<file path="src/adsr_pkg.sv">
// ----------------------------------------------------------------------------
// adsr_pkg
// shared types, codes and field widths of the adsr envelope generator
// ----------------------------------------------------------------------------
package adsr_pkg;

   // fixed field widths
   localparam int STEP_W     = 17;   // step and sustain level registers
   localparam int REPEAT_W   = 3;
   localparam int DIV_W      = 16;
   localparam int CMD_W      = 3;
   localparam int PHASE_W    = 3;    // phase code on the result word
   localparam int CSR_ADDR_W = 3;

   // event codes
   typedef enum logic [CMD_W-1:0] {
      CMD_TICK       = 3'd0,
      CMD_KEY_ON     = 3'd1,
      CMD_KEY_OFF    = 3'd2,
      CMD_STOP       = 3'd3,
      CMD_SET_ENABLE = 3'd4
   } cmd_type;

   // repeat mode codes
   localparam logic [REPEAT_W-1:0] RP_NONE    = 3'd0;
   localparam logic [REPEAT_W-1:0] RP_ATTACK  = 3'd1;
   localparam logic [REPEAT_W-1:0] RP_DECAY   = 3'd2;
   localparam logic [REPEAT_W-1:0] RP_SUSTAIN = 3'd3;
   localparam logic [REPEAT_W-1:0] RP_RELEASE = 3'd4;

   // register indexes
   localparam logic [CSR_ADDR_W-1:0] CSR_ATTACK_STEP    = 3'd0;
   localparam logic [CSR_ADDR_W-1:0] CSR_DECAY_STEP     = 3'd1;
   localparam logic [CSR_ADDR_W-1:0] CSR_SUSTAIN_STEP   = 3'd2;
   localparam logic [CSR_ADDR_W-1:0] CSR_RELEASE_STEP   = 3'd3;
   localparam logic [CSR_ADDR_W-1:0] CSR_SUSTAIN_TARGET = 3'd4;
   localparam logic [CSR_ADDR_W-1:0] CSR_REPEAT_MODE    = 3'd5;
   localparam logic [CSR_ADDR_W-1:0] CSR_TICK_DIVIDER   = 3'd6;

   // phase codes as seen on the result word
   localparam logic [PHASE_W-1:0] PHC_OFF     = 3'd0;
   localparam logic [PHASE_W-1:0] PHC_ATTACK  = 3'd1;
   localparam logic [PHASE_W-1:0] PHC_DECAY   = 3'd2;
   localparam logic [PHASE_W-1:0] PHC_SUSTAIN = 3'd3;
   localparam logic [PHASE_W-1:0] PHC_SUSUP   = 3'd4;
   localparam logic [PHASE_W-1:0] PHC_RELEASE = 3'd5;

   // envelope phase state machine
   typedef enum logic [5:0] {
      PH_OFF     = 6'b000001,
      PH_ATTACK  = 6'b000010,
      PH_DECAY   = 6'b000100,
      PH_SUSTAIN = 6'b001000,
      PH_SUSUP   = 6'b010000,
      PH_RELEASE = 6'b100000
   } phase_type;

   typedef struct packed {
      logic [STEP_W-1:0]   attack_step;
      logic [STEP_W-1:0]   decay_step;
      logic [STEP_W-1:0]   sustain_step;
      logic [STEP_W-1:0]   release_step;
      logic [STEP_W-1:0]   sustain_target;
      logic [REPEAT_W-1:0] repeat_mode;
      logic [DIV_W-1:0]    tick_divider;
   } cfg_type;

   typedef struct packed {
      phase_type phase;
      logic      active;
      logic      gate;
   } env_flags_type;

   function automatic logic [PHASE_W-1:0] phase_code(input phase_type ph);
      logic [PHASE_W-1:0] code;
      case (ph)
         PH_ATTACK:  code = PHC_ATTACK;
         PH_DECAY:   code = PHC_DECAY;
         PH_SUSTAIN: code = PHC_SUSTAIN;
         PH_SUSUP:   code = PHC_SUSUP;
         PH_RELEASE: code = PHC_RELEASE;
         default:    code = PHC_OFF;
      endcase
      return code;
   endfunction

endpackage

</file>
<file path="src/adsr_cfg_regs.sv">
// ----------------------------------------------------------------------------
// adsr_cfg_regs
// register file for envelope rates, sustain level, repeat mode and divider
// ----------------------------------------------------------------------------
module adsr_cfg_regs (
   input  logic                             clock,
   input  logic                             reset,
   input  logic                             wr_en,
   input  logic [adsr_pkg::CSR_ADDR_W-1:0]  wr_addr,
   input  logic [adsr_pkg::STEP_W-1:0]      wr_data,
   output adsr_pkg::cfg_type                cfg
);

   adsr_pkg::cfg_type cfg_ff, cfg_in;

   always_comb begin
      cfg_in = cfg_ff;
      if (wr_en) begin
         case (wr_addr)
            adsr_pkg::CSR_ATTACK_STEP:    cfg_in.attack_step    = wr_data;
            adsr_pkg::CSR_DECAY_STEP:     cfg_in.decay_step     = wr_data;
            adsr_pkg::CSR_SUSTAIN_STEP:   cfg_in.sustain_step   = wr_data;
            adsr_pkg::CSR_RELEASE_STEP:   cfg_in.release_step   = wr_data;
            adsr_pkg::CSR_SUSTAIN_TARGET: cfg_in.sustain_target = wr_data;
            adsr_pkg::CSR_REPEAT_MODE:
               cfg_in.repeat_mode = wr_data[adsr_pkg::REPEAT_W-1:0];
            adsr_pkg::CSR_TICK_DIVIDER:
               cfg_in.tick_divider = wr_data[adsr_pkg::DIV_W-1:0];
            default: ;
         endcase
      end
   end

   always_ff @(posedge clock) begin
      if (reset) begin
         cfg_ff <= '0;
      end else begin
         cfg_ff <= cfg_in;
      end
   end

   assign cfg = cfg_ff;

endmodule

</file>
<file path="src/adsr_env_core.sv">
// ----------------------------------------------------------------------------
// adsr_env_core
// envelope state registers and their one-pass next-state logic
// ----------------------------------------------------------------------------
module adsr_env_core #(
   parameter int FRAC_BITS = 16
) (
   input  logic                          clock,
   input  logic                          reset,
   input  logic                          step,      // apply one event
   input  logic [adsr_pkg::CMD_W-1:0]    cmd,
   input  logic                          legato,
   input  logic                          enable_value,
   input  adsr_pkg::cfg_type             cfg,
   output logic [FRAC_BITS:0]            level,
   output adsr_pkg::env_flags_type       flags
);

   localparam int LEVEL_W = FRAC_BITS + 1;
   localparam int SUM_W   =
      ((LEVEL_W > adsr_pkg::STEP_W) ? LEVEL_W : adsr_pkg::STEP_W) + 1;

   logic [LEVEL_W-1:0]          level_ff, level_in;
   adsr_pkg::phase_type         phase_ff, phase_in;
   logic [adsr_pkg::DIV_W-1:0]  div_ff, div_in;
   logic                        en_ff, en_in;
   logic                        gate_ff, gate_in;

   logic [SUM_W-1:0]            one, lvl, sus_raw, sl, sum_up;
   logic [SUM_W-1:0]            dec_lvl, sus_lvl, rel_lvl, lvl_next;
   logic [SUM_W-1:0]            atk_ext, dec_ext, sst_ext, rel_ext;
   logic [adsr_pkg::REPEAT_W-1:0] rp;

   assign one     = SUM_W'(1) << FRAC_BITS;
   assign lvl     = SUM_W'(level_ff);
   assign atk_ext = SUM_W'(cfg.attack_step);
   assign dec_ext = SUM_W'(cfg.decay_step);
   assign sst_ext = SUM_W'(cfg.sustain_step);
   assign rel_ext = SUM_W'(cfg.release_step);
   assign sus_raw = SUM_W'(cfg.sustain_target);
   assign sl      = (sus_raw > one) ? one : sus_raw;
   assign rp      = (cfg.repeat_mode > adsr_pkg::RP_RELEASE) ? adsr_pkg::RP_RELEASE
                                                             : cfg.repeat_mode;

   // candidate levels, saturating at zero on the way down
   assign sum_up  = lvl + atk_ext;
   assign dec_lvl = (lvl > dec_ext) ? lvl - dec_ext : '0;
   assign sus_lvl = (lvl > sst_ext) ? lvl - sst_ext : '0;
   assign rel_lvl = (lvl > rel_ext) ? lvl - rel_ext : '0;

   always_comb begin
      lvl_next = lvl;
      phase_in = phase_ff;
      div_in   = div_ff;
      en_in    = en_ff;
      gate_in  = gate_ff;
      case (cmd)
         adsr_pkg::CMD_TICK: begin
            if (en_ff) begin
               if (div_ff != '0) begin
                  div_in = div_ff - 1'b1;
               end else begin
                  div_in = cfg.tick_divider;
                  case (phase_ff)
                     adsr_pkg::PH_ATTACK: begin
                        lvl_next = sum_up;
                        if (sum_up >= one) begin
                           if (rp == adsr_pkg::RP_ATTACK) begin
                              lvl_next = '0;
                           end else begin
                              lvl_next = one;
                              phase_in = adsr_pkg::PH_DECAY;
                           end
                        end
                     end
                     adsr_pkg::PH_DECAY: begin
                        lvl_next = dec_lvl;
                        if (dec_lvl <= sl) begin
                           lvl_next = sl;
                           phase_in = (rp == adsr_pkg::RP_DECAY) ? adsr_pkg::PH_ATTACK
                                                                 : adsr_pkg::PH_SUSTAIN;
                        end
                     end
                     adsr_pkg::PH_SUSTAIN: begin
                        lvl_next = sus_lvl;
                        if (!gate_ff) begin
                           phase_in = (rp == adsr_pkg::RP_SUSTAIN) ? adsr_pkg::PH_ATTACK
                                                                   : adsr_pkg::PH_RELEASE;
                        end else if (sus_lvl == '0) begin
                           phase_in = (rp == adsr_pkg::RP_SUSTAIN) ? adsr_pkg::PH_ATTACK
                                                                   : adsr_pkg::PH_OFF;
                        end
                     end
                     adsr_pkg::PH_SUSUP: begin
                        lvl_next = sum_up;
                        if (!gate_ff) begin
                           if (sum_up > one) lvl_next = one;
                           phase_in = (rp == adsr_pkg::RP_SUSTAIN) ? adsr_pkg::PH_ATTACK
                                                                   : adsr_pkg::PH_RELEASE;
                        end else if (sum_up >= sl) begin
                           lvl_next = sl;
                           phase_in = adsr_pkg::PH_SUSTAIN;
                        end
                     end
                     adsr_pkg::PH_RELEASE: begin
                        lvl_next = rel_lvl;
                        if (rel_lvl == '0) begin
                           phase_in = (rp == adsr_pkg::RP_RELEASE) ? adsr_pkg::PH_ATTACK
                                                                   : adsr_pkg::PH_OFF;
                        end
                     end
                     default: begin
                        // off phase update shuts the operator down
                        lvl_next = '0;
                        en_in    = 1'b0;
                        gate_in  = 1'b0;
                     end
                  endcase
               end
            end
         end
         adsr_pkg::CMD_KEY_ON: begin
            en_in = 1'b1;
            if (phase_ff == adsr_pkg::PH_OFF) begin
               div_in = cfg.tick_divider;
            end
            if (phase_ff == adsr_pkg::PH_OFF || !legato) begin
               phase_in = adsr_pkg::PH_ATTACK;
               gate_in  = 1'b1;
            end
         end
         adsr_pkg::CMD_KEY_OFF: begin
            if (rp == adsr_pkg::RP_SUSTAIN) begin
               phase_in = adsr_pkg::PH_ATTACK;
               gate_in  = 1'b1;
            end else begin
               phase_in = adsr_pkg::PH_RELEASE;
               gate_in  = 1'b0;
            end
         end
         adsr_pkg::CMD_STOP: begin
            en_in    = 1'b0;
            phase_in = adsr_pkg::PH_OFF;
            lvl_next = '0;
            gate_in  = 1'b0;
         end
         adsr_pkg::CMD_SET_ENABLE: begin
            en_in = enable_value;
         end
         default: ;
      endcase
   end

   // level never passes one, so the low bits carry it whole
   assign level_in = lvl_next[LEVEL_W-1:0];

   always_ff @(posedge clock) begin
      if (reset) begin
         level_ff <= '0;
         phase_ff <= adsr_pkg::PH_OFF;
         div_ff   <= '0;
         en_ff    <= 1'b0;
         gate_ff  <= 1'b0;
      end else if (step) begin
         level_ff <= level_in;
         phase_ff <= phase_in;
         div_ff   <= div_in;
         en_ff    <= en_in;
         gate_ff  <= gate_in;
      end
   end

   assign level        = level_ff;
   assign flags.phase  = phase_ff;
   assign flags.active = en_ff;
   assign flags.gate   = gate_ff;

endmodule

</file>
<file path="src/adsr_envelope_generator.sv">
// ----------------------------------------------------------------------------
// adsr_envelope_generator
// synth operator envelope generator with attack, decay, sustain and release
// ----------------------------------------------------------------------------
// One event word goes in per cycle while the result side keeps up (tick, key
// on, key off, stop, set enable) and one result word comes out per event,
// carrying level, phase, the enabled flag and the gate flag as they stand
// after that event. Sustained rate is one word per clock while results are
// taken: an event waits in the input register, the envelope update (one add
// or saturating subtract, a compare against one or the sustain level, and
// the phase select) runs in a single pass, and the envelope state registers
// double as the result register. An accepted event passes through the input
// register and then the state registers. The result side may stall freely;
// the input register keeps taking a new word whenever the pending result is
// taken in the same cycle. Level is unsigned fixed point with one equal to
// 2^FRAC_BITS and saturates at zero on the way down. Configuration writes
// are taken at any time on the csr channel and should be made while no
// event is in flight.
// ----------------------------------------------------------------------------
module adsr_envelope_generator #(
   parameter int FRAC_BITS = 16
) (
   input  logic                              clock,
   input  logic                              reset,
   // event channel
   input  logic                              req_tvalid,
   output logic                              req_tready,
   input  logic [7:0]                        req_tdata,   // [0] legato, [1] enable_value
   input  logic [adsr_pkg::CMD_W-1:0]        req_tuser,   // [2:0] command
   // result channel
   output logic                              rsp_tvalid,
   input  logic                              rsp_tready,
   // level [FRAC_BITS:0], phase [+2:+0], active, gate, zero padded to bytes
   output logic [((FRAC_BITS+1+adsr_pkg::PHASE_W+2+7)/8)*8-1:0] rsp_tdata,
   // configuration write channel
   input  logic                              csr_valid,
   output logic                              csr_ready,
   input  logic [adsr_pkg::CSR_ADDR_W-1:0]   csr_addr,
   input  logic [adsr_pkg::STEP_W-1:0]       csr_wdata
);

   localparam int LEVEL_W = FRAC_BITS + 1;
   localparam int RSP_W   = ((LEVEL_W + adsr_pkg::PHASE_W + 2 + 7) / 8) * 8;

   // input register
   logic                        in_valid_ff, in_valid_in;
   logic [adsr_pkg::CMD_W-1:0]  cmd_ff;
   logic                        legato_ff;
   logic                        enable_ff;

   // result valid flag
   logic                        out_valid_ff, out_valid_in;

   logic                        advance;
   logic                        req_take;

   adsr_pkg::cfg_type           cfg;
   logic [LEVEL_W-1:0]          level;
   adsr_pkg::env_flags_type     flags;

   // csr writes never stall
   assign csr_ready = 1'b1;

   adsr_cfg_regs u_cfg (
      .clock   (clock),
      .reset   (reset),
      .wr_en   (csr_valid),
      .wr_addr (csr_addr),
      .wr_data (csr_wdata),
      .cfg     (cfg)
   );

   // event leaves the input register when the result slot is free or freeing
   assign advance    = in_valid_ff && (!out_valid_ff || rsp_tready);
   assign req_tready = !in_valid_ff || advance;
   assign req_take   = req_tvalid && req_tready;

   assign in_valid_in  = req_take || (in_valid_ff && !advance);
   assign out_valid_in = advance || (out_valid_ff && !rsp_tready);

   always_ff @(posedge clock) begin
      if (reset) begin
         in_valid_ff  <= 1'b0;
         out_valid_ff <= 1'b0;
      end else begin
         in_valid_ff  <= in_valid_in;
         out_valid_ff <= out_valid_in;
      end
   end

   // payload of the input register
   always_ff @(posedge clock) begin
      if (req_take) begin
         cmd_ff    <= req_tuser;
         legato_ff <= req_tdata[0];
         enable_ff <= req_tdata[1];
      end
   end

   adsr_env_core #(
      .FRAC_BITS (FRAC_BITS)
   ) u_core (
      .clock        (clock),
      .reset        (reset),
      .step         (advance),
      .cmd          (cmd_ff),
      .legato       (legato_ff),
      .enable_value (enable_ff),
      .cfg          (cfg),
      .level        (level),
      .flags        (flags)
   );

   // state registers hold the result until it is taken
   assign rsp_tvalid = out_valid_ff;
   assign rsp_tdata  = RSP_W'({flags.gate, flags.active,
                               adsr_pkg::phase_code(flags.phase), level});

   // level shown never exceeds one
   a_level_bound: assert property (@(posedge clock) disable iff (reset)
      rsp_tvalid |-> (level <= (LEVEL_W'(1) << FRAC_BITS)))
      else $error("envelope level above one");

   // stop clears the envelope
   a_stop_clears: assert property (@(posedge clock) disable iff (reset)
      (advance && cmd_ff == adsr_pkg::CMD_STOP) |=>
         (flags.phase == adsr_pkg::PH_OFF && level == '0 && !flags.gate && !flags.active))
      else $error("stop did not clear the envelope");

   // plain key on restarts attack with the gate held
   a_key_on_attack: assert property (@(posedge clock) disable iff (reset)
      (advance && cmd_ff == adsr_pkg::CMD_KEY_ON && !legato_ff) |=>
         (flags.phase == adsr_pkg::PH_ATTACK && flags.gate && flags.active))
      else $error("key on did not start attack");

   // a held event is not dropped while the result side stalls
   a_input_hold: assert property (@(posedge clock) disable iff (reset)
      (in_valid_ff && !advance) |=> (in_valid_ff && $stable(cmd_ff)))
      else $error("pending event lost");

endmodule

</file>
<file path="config.mk">
export PLATFORM = sky130hd
export DESIGN_NAME = adsr_envelope_generator
export DESIGN_NICKNAME = d
export VERILOG_FILES = /design/src/adsr_pkg.sv /design/src/adsr_cfg_regs.sv /design/src/adsr_env_core.sv /design/src/adsr_envelope_generator.sv
export SDC_FILE = /design/constraint.sdc
export NUM_CORES = 1
export LEC_CHECK = 0
export BUFFER_PORTS_ARGS = -buffer_cell sky130_fd_sc_hd__buf_4
export CORE_MARGIN = 2
export CORE_UTILIZATION = 45
export DETAILED_ROUTE_END_ITERATION = 12
export PLACE_DENSITY_LB_ADDON = 0.3
export SLEW_MARGIN = 10
export SYNTH_ARGS = -nofsm -noshare
export SYNTH_HDL_FRONTEND = slang
export SYNTH_SLANG_ARGS = --single-unit
</file>
<file path="constraint.sdc">
create_clock -name clock -period 9.7 [get_ports clock]
set_input_delay 0.485 -clock clock [delete_from_list [all_inputs] [get_ports clock]]
set_output_delay 0.485 -clock clock [all_outputs]
set_load 0.03 [all_outputs]
</file>
==> impl_metrics.env <==
export IMPL_crit_fanout=24
export IMPL_grt_pass1_wl_mm=53.6
export IMPL_p_leak_uw=0.00476
export IMPL_path_cells="inv_1, ha_1, inv_1, fa_1, a211oi_1, nor2_1, o211ai_1, a21oi_1, o21ai_1, nor2_1, ha_1, a21o_1, a21oi_1, nor3_1, a2111oi_0, a21oi_1, a41oi_4, nor2_1, a222oi_1, a21oi_1, a221o_1"
export IMPL_synth_xor_area_share_pct=3.68
export IMPL_drt_iter0_markers=1074
export IMPL_synth_top_family_by_area="compound AO/OA/AOI/OAI gates"
export IMPL_vias_per_cell=5.91
export IMPL_hold_path_class="in2reg"
export IMPL_routabilityCongestion=0.950
export IMPL_die_h_um=160
export IMPL_wirelength_mm=33.8
export IMPL_cts_resized_gates=0
export IMPL_synth_edf_count=5
export IMPL_synth_ff_type="dfxtp_1"
export IMPL_synthAdderAreaFrac_pct=10.6
export IMPL_postCtsSetupRepairBufs=0
export IMPL_wl_per_cell_um=18.3
export IMPL_setup_viol=0
export IMPL_crit_required_ps=10020
export IMPL_rr_worst_depth=21
export IMPL_startpoint="u_core.level[0]"
export IMPL_overflow=0
export IMPL_dp_hpwl_mm=25.6
export IMPL_cp_arrival_ps=6540
export IMPL_synth_cell_types=88
export IMPL_final_setup_tns_ps=0
export IMPL_drc=0
export IMPL_tightestPinTransition_ps=1220
export IMPL_dr_pass1_iters=7
export IMPL_syn_to_final_growth_pct=10.9
export IMPL_cts_root_buf="clkbuf_16"
export IMPL_layoutNonFillerInstCount=1844
export IMPL_top_layer="met4"
export IMPL_irDropWorstVdd_uv=97.0
export IMPL_fp_row_count=57
export IMPL_finalCritPeriodShare_pct=64.1
export IMPL_worst_clock_skew_ps=10.5
export IMPL_hold_viol=0
export IMPL_synth_seq_cells=151
export IMPL_yosys_warnings=0
export IMPL_status="complete, no violations"
export IMPL_nets=1633
export IMPL_dieArea_sq_mm=0.0256
export IMPL_synthesis_instances=1494
export IMPL_power_density_mw_per_mm2=137
export IMPL_cts_buffers=17
export IMPL_cap_violations=0
export IMPL_worst_r2r_endpoint="u_core.level[11]"
export IMPL_slowest_stage="o21ai_1"
export IMPL_async_flop_share_pct=0
export IMPL_vias=10900
export IMPL_netlist_area_sq_mm=0.0109
export IMPL_cts_tree="yes"
export IMPL_hold_path_depth=1
export IMPL_fp_dieW_um=160
export IMPL_clock_latency_ps=440
export IMPL_endpoint_kind="register"
export IMPL_worst_setup_path_type="reg2reg"
export IMPL_antenna_found_initial=0
export IMPL_drv_slew=0
export IMPL_fmax_mhz=161
export IMPL_rrSetupSlack_ps=3480
export IMPL_synth_mux_area_share_pct=1.21
export IMPL_n_antenna_cell=0
export IMPL_cts_htree_levels=4
export IMPL_drive_gt1_share_pct=7.76
export IMPL_portBuffers=53
export IMPL_seq_area_frac_synth_pct=28.1
export IMPL_holdBufCountCts=0
export IMPL_dr_wl_met2_mm=14.9
export IMPL_grt_pass1_vias=10100
export IMPL_max_stage_delay_ps=870
export IMPL_grt_max_degree=81
export IMPL_rsz0062_at_grt="false"
export IMPL_io_pins=63
export IMPL_cts_sinks=151
export IMPL_core_area_sq_mm=0.0241
export IMPL_wl_met3_mm=2.92
export IMPL_endpoint="u_core.level[11]"
export IMPL_fin_crit_ps=6220
export IMPL_start_util_pct=45.4
export IMPL_synth_compound_area_share_pct=25.8
export IMPL_r2r_start="u_core.level[0]"
export IMPL_avgSynthCellArea_sq_um=7.33
export IMPL_dpl_cell_count=1812
export IMPL_start_kind="register"
export IMPL_utilization_pct=50.4
export IMPL_pre_cts_slack_ps=3570
export IMPL_slew_headroom_pct=18.3
export IMPL_grt_use_total_pct=26.3
export IMPL_cp_common_cell="a21oi_1"
export IMPL_met1Wirelength_mm=15.3
export IMPL_clk_path_buf_depth=2
export IMPL_cts_clk_slew_worst_paths_ps=70
export IMPL_synth_simple_area_share_pct=24.9
export IMPL_final_antenna_net_count=0
export IMPL_worst_slack_ps=3480
area by class of cell:
type / instances / area, sq um
multi-input combinational: 1188 / 7270
clock buffer: 20 / 478
sequential: 151 / 3070
inverter: 91 / 342
tap: 324 / 405
clock inverter: 12 / 141
timing repair buffer: 58 / 435
fill: 2452 / 12000
stage by stage:
step / power (uW) / cell area, sq um / hold slack [ps]
after floorplan: 892 / 11000 / 433
final: 1670 / 12100 / 224
after global routing: 1740 / 12100 / 206
after CTS: 1670 / 12100 / 208
after detailed placement: 968 / 11500 / 447
after global placement: 965 / 11500 / 443
layout by cell type (no fill, tap or decap), types with 15 or more instances in the layout:
cell type / Yosys / layout
o21ai_0: 55 / 55
nand2b_1: 22 / 22
nand3_1: 35 / 35
nand2_1: 301 / 301
a21oi_1: 181 / 181
nor2_1: 102 / 101
a211oi_1: 16 / 16
ha_1: 86 / 86
xor2_1: 17 / 17
clkbuf_16: 0 / 18
inv_1: 90 / 90
a21o_1: 24 / 24
o21ai_1: 15 / 15
nor3_1: 29 / 28
xnor2_1: 29 / 29
nor2b_1: 19 / 19
dfxtp_1: 146 / 146
buf_4: 8 / 58
registers in the layout, indices dropped and copies added, names as in the netlist, 3 cells and up:
register	flops
cmd_ff	3
u_core.level	17
u_cfg.cfg	104
u_core.div_ff	16
u_core.phase_ff	5
worst max-delay path: cells and delay by family, from the launching register on:
family,cells,cell delay [ps]
flops,1,340
simple gates,4,660
compound gates,12,3880
buf+inv,2,210
fa+ha+maj,3,1000
logic make-up after synthesis:
family                     after synthesis
and+or+nand+nor                        597
AOI/OAI and AO/OA                      439
buffers and inverters                  156
DFF                                    151
adders and majority gates               90
xor gates and xnor gates                46
muxes                                   13
other                                    2
power breakdown:
group | switching, uW | internal [uW] | total [uW]
clock network | 309 | 397 | 706
registers | 10.9 | 636 | 646
logic | 202 | 114 | 316
synth_stat cells (all sizes together) (4+ instances only):
cell,number,area (sq um)
dfxtp,146,2920
fa,4,80.1
a211oi,18,145
nand2b,22,138
nand3b,6,45.0
a222oi,5,50.1
nor2b,19,119
a221oi,12,105
o21ai,71,367
and2,8,50.1
inv,90,338
o22ai,7,43.8
or4,9,75.1
clkbuf,48,180
nand2,301,1130
nor3,31,165
nand4,11,68.8
a22oi,15,118
xnor2,29,254
nand3,36,185
a2111oi,8,72.6
a21o,24,180
a31o,5,43.8
xor2,17,149
ha,86,1080
o2111ai,4,35.0
o21a,12,90.1
nor4,15,106
mux2i,11,110
a31oi,14,87.6
a21oi,181,906
edfxtp,5,150
nor2,102,383
o21bai,9,67.6
buf,17,108
o31a,5,43.8
or3,10,62.6
and3,12,75.1
or2,4,25.0
o211ai,8,60.1
o31ai,7,52.6
per-layer routing:
| layer | up-vias | global-route usage, % |
|---|---|---|
| met5 | - | 0 |
| met4 | 0 | 7.99 |
| met3 | 51 | 4.60 |
| met2 | 402 | 41.2 |
| met1 | 5113 | 37.0 |
| li1 | 5335 | - |
how the worst min path moves through the flow:
stage | from | to | slack [ps]
after global placement | u_cfg.cfg[44] | u_cfg.cfg[44] | 440
after detailed placement | u_cfg.cfg[77] | u_cfg.cfg[77] | 450
after global routing | req_tdata[1] | enable_ff | 210
after floorplan | u_cfg.cfg[7] | u_cfg.cfg[7] | 430
final | req_tdata[1] | enable_ff | 220
after CTS | req_tuser[2] | cmd_ff[2] | 210
No activity file was read; power rests on OpenSTA's default activity.
